## src/sv/dsge_isqrt.sv

```systemverilog
`default_nettype none
module dsge_isqrt (
    input  wire logic        clk,
    input  wire logic        rst_n,
    input  wire logic        start,
    input  wire logic [16:0] radicand,
    output logic             done,
    output logic [8:0]       root
);
    // Restoring square root, one result bit per cycle.
    logic [17:0] rem_reg, rem_next;
    logic [8:0]  res_reg, res_next;
    logic [3:0]  step_reg, step_next;
    logic        busy_reg, busy_next;
    logic [17:0] src_reg, src_next;
    logic [17:0] trial;
    logic [17:0] shifted;

    always_comb
    begin
        rem_next  = rem_reg;
        res_next  = res_reg;
        step_next = step_reg;
        busy_next = busy_reg;
        src_next  = src_reg;
        shifted   = {rem_reg[15:0], src_reg[17:16]};
        trial     = {7'd0, res_reg, 2'b01};
        done      = 1'b0;
        if (start)
        begin
            rem_next  = '0;
            res_next  = '0;
            step_next = 4'd9;
            busy_next = 1'b1;
            src_next  = {1'b0, radicand};
        end
        else if (busy_reg)
        begin
            src_next = {src_reg[15:0], 2'b00};
            if (shifted >= trial)
            begin
                rem_next = shifted - trial;
                res_next = {res_reg[7:0], 1'b1};
            end
            else
            begin
                rem_next = shifted;
                res_next = {res_reg[7:0], 1'b0};
            end
            step_next = step_reg - 4'd1;
            if (step_reg == 4'd1)
            begin
                busy_next = 1'b0;
                done      = 1'b1;
            end
        end
    end

    assign root = res_next;

    always_ff @(posedge clk or negedge rst_n)
    begin
        if (!rst_n)
        begin
            busy_reg <= 1'b0;
            step_reg <= '0;
        end
        else
        begin
            busy_reg <= busy_next;
            step_reg <= step_next;
        end
    end

    always_ff @(posedge clk)
    begin
        rem_reg <= rem_next;
        res_reg <= res_next;
        src_reg <= src_next;
    end
endmodule
`default_nettype wire

```

## config.mk

```make
export PLATFORM = sky130hd
export DESIGN_NAME = dsge_isqrt
export DESIGN_NICKNAME = d
export VERILOG_FILES = /design/src/sv/dsge_isqrt.sv
export SDC_FILE = /design/constraint.sdc
export NUM_CORES = 1
export LEC_CHECK = 0
export BUFFER_PORTS_ARGS = -buffer_cell sky130_fd_sc_hd__buf_2
export CORE_MARGIN = 1
export CORE_UTILIZATION = 30
export CTS_CLUSTER_DIAMETER = 100
export CTS_CLUSTER_SIZE = 10
export DETAILED_ROUTE_END_ITERATION = 12
export GPL_TIMING_DRIVEN = 0
export PLACE_DENSITY = 0.52
export SYNTH_ARGS = -nofsm -noshare
export SYNTH_HDL_FRONTEND = slang
export SYNTH_SLANG_ARGS = --single-unit
```

## constraint.sdc

```tcl
create_clock -name clk -period 2.33 [get_ports clk]
set_clock_uncertainty 0.15 [all_clocks]
set_input_delay 0.1165 -clock clk [delete_from_list [all_inputs] [get_ports clk]]
set_output_delay 0.1165 -clock clk [all_outputs]
set_load 0.005 [all_outputs]
```

==> run metrics <==
number of H-tree branching levels=2; total of fill cells in the finished design=789; sort of element at the end of the critical path=flop; Pwr per Cell Area=1330 mW/mm^2; instance area at placement=0.00298 sq mm; standby leakage power=1.52 nW; flip-flop count of the largest register, all copies and words added=18; CTS sink cnt=48; area taken by flip-flops and latches=0.00118 sq mm; final design instance area without fill=0.00368 sq mm; Achievable Freq=398 MHz; CP Cell Sequence=inv_2 -> ha_4 -> a21o_1 -> a2111o_1 -> buf_6 -> o311ai_4 -> buf_4 -> o31ai_1 -> a311oi_2; TritonCTS clock tree=built; GRT Residual Overflow=0; Syn. warnings=0; wire length of the first global-routing pass=10600 um; Synth Cell Area=0.00260 sq mm; violated checks=setup timing; worst min-delay path class=input port to flop; Area growth syn-to-layout=41.6%; CTS buffer count=5; core box area=0.00830 sq mm; dominant cells by area after synthesis=dfxtp_1 20%, edfxtp_1 20%, mux2_2 6.5%; Period minus WS final=2.51 ns; setup slack after placement=-0.236 ns; overall routed net length=6480 um; smallest setup slack after layout=-0.184 ns; routability-driven placement congestion ratio=0.850; width of the die=95.0 um; crit-path max cell delay=0.48 ns; number of synthesized register bits=48; Vias=2130; top cell type's share of synthesized area=20.0%; worst endpoint required time=2.40 ns; initial antenna violation count=0; hold_ws=0.269 ns; max-cap violations=0; WP data arrival=2.59 ns; starting density of the core=31.3%; count of distinct cell types in the synthesized netlist=47; area enclosed by the die boundary=0.00903 sq mm; total iterations of the first detailed-routing run=4; DRC violation count after routing=0; wire per inst=14.8 um; part of the Yosys area used for sequential elements=44.5%; final critical-path share of the clock period=108%; worst voltage drop across the vdd grid=0.576 mV; number of flops mapped to enable cells by yosys=17; placed wire-length estimate=4220 um; flip-flop cell with the highest count after synthesis=dfxtp_1; share of flip-flops with an asynchronous set or reset=10.4%; number of placed I/O pins=30; final setup violation count=16; average cell area after synthesis=10.3 sq um; DRT iter0 DRCs=113; logic depth of the worst register-to-register path=9; average via count per standard cell=4.87; CP max stage cell=a2111o_1; buffer levels on the longest clock path=2; Post-Synthesis Cells=252; Critical Path Start Type=flop; Min-Delay Path Depth=2; post-detailed-route count of antenna-violating nets=0; maximum number of pins on one net before global-route repair=18; final hold violation count=0; number of rows created at floorplan=33; final-layout setup total negative slack=-1.59 ns; Syn Nets=285; cell type with the highest aggregate area in the netlist=dfxtp_1; fin. max-slew vios=0; source-to-sink clock delay at the later pin of the worst-skew pair=0.30 ns; number of global-route vias before repair=2121; gr usage total=15.6%; clock slew seen by the registers of the worst setup and hold paths=0.09 ns; setup repair after global routing missed its margin=true; clock tree root driver cell=clkbuf_8; result of the run=finished, violations left; slew at the pin with the worst max-slew slack=0.729 ns; total area of multi-input combinational cells=0.00161 sq mm; Die Height=95.0 um; final net count=364; maximum fanout encountered on the critical timing path=6; layout cells sized above 1=40.1%; relative slew slack=51.4%; ant diodes=0; kind of critical path=flop to flop; PortBufs=28
[kinds of logic (layout without fill, tap and decap cells)]
kind of cell / Yosys count / count (layout) / synth area share, %
AOI/OAI and AO/OA: 50 / 50 / 14.5
xor gates and xnor gates: 12 / 12 / 4.05
adders and majority gates: 13 / 13 / 6.27
buffers and inverters: 25 / 105 / 3.66
DFF: 48 / 48 / 44.5
muxes: 31 / 31 / 12.7
and+or+nand+nor: 73 / 73 / 14.3
[worst max-delay path, delay by kind of cell (launching register included)]
kind / cells / cell delay, ns
AO/OA/AOI/OAI: 5 / 1.27
buffers and inverters: 3 / 0.40
flip-flops: 1 / 0.36
adder cells (fa/ha/maj): 1 / 0.24
[path summary, 6_finish.rpt]
path | startpoint | to | slack (ns)
setup / recovery | res_reg[5] | rem_reg[13] | -0.18
hold / removal | start | src_reg[4] | 0.27
setup reg to reg | res_reg[5] | rem_reg[13] | -0.18
hold reg to reg | src_reg[15] | src_reg[17] | 0.36
max in group asynchronous | rst_n | busy_reg | 1.28
min in group asynchronous | rst_n | step_reg[3] | 0.56
[placed cells by master, fill, tap and decap left out, types with 9 or more instances in the layout]
master / n
buf_2: 28
buf_4: 21
dfxtp_1: 14
dfxtp_2: 10
dlygate4sd3_1: 19
edfxtp_1: 17
ha_4: 9
mux2_2: 15
mux2i_1: 16
nor2_1: 32
[synth_stat cells, types with 2 or more instances]
master	number
dfrtp_1	5
a311oi_1	5
a211oi_1	9
o21ai_0	4
nor4_1	2
or3_4	2
xor2_1	4
nor3_1	3
or3_1	2
o21a_1	3
ha_1	13
a21o_1	4
inv_1	15
nand3_1	3
mux2i_1	16
o22ai_1	2
xnor2_1	8
mux2_2	15
o21ai_1	4
o31ai_1	4
nand2_1	10
dfxtp_1	26
nor2b_1	2
buf_1	4
clkbuf_1	5
or4_1	4
a21oi_1	6
nand2b_1	5
edfxtp_1	17
nor2_1	32
and2_1	2
[area by class of cell]
cell class | instances | share of cell area (%)
buffer | 10 | 1.33
clock buffer | 5 | 1.87
clock inverter | 3 | 1.26
inverter | 15 | 1.70
multi-input combinational | 179 | 43.8
sequential | 48 | 32.0
tap | 105 | 3.57
timing repair buffer | 72 | 14.5
[what timing repair did]
action / 4_1_cts / 5_1_grt
buffers inserted: 21 / 3
gates cloned: 1 / 0
hold buffers: 19 / 0
pin swaps: 18 / 9
endpoints found under the hold margin: 22 / 0
resized for setup: 28 / 16
endpoints found under the setup margin: 17 / 17
[stage by stage]
step                      instances  total power (W)  util, %
final                           437          0.00488     44.3
after CTS                       434          0.00468     43.3
after floorplan                 252          0.00308        -
after global routing            437          0.00523     44.3
after detailed placement        385          0.00353     35.9
after global placement          385          0.00352     35.9
[where the power goes]
group	leakage (nW)	switching, W	internal (W)
clock	0.0548	0.000296	0.000324
combinational	1.01	0.00139	0.00151
sequential	0.458	0.000211	0.00115
[routing by layer]
layer / vias up / global-route usage, % / wire length (um) / part of all wire [%]
met5: - / 0 / 0 / 0
met4: 0 / 4.92 / 89 / 1.4
met3: 5 / 2.47 / 239 / 3.7
met2: 36 / 24.6 / 3110 / 48
met1: 1009 / 21.8 / 3040 / 47
li1: 1080 / - / - / -
Note: power is estimated with default switching activity, not from simulation.
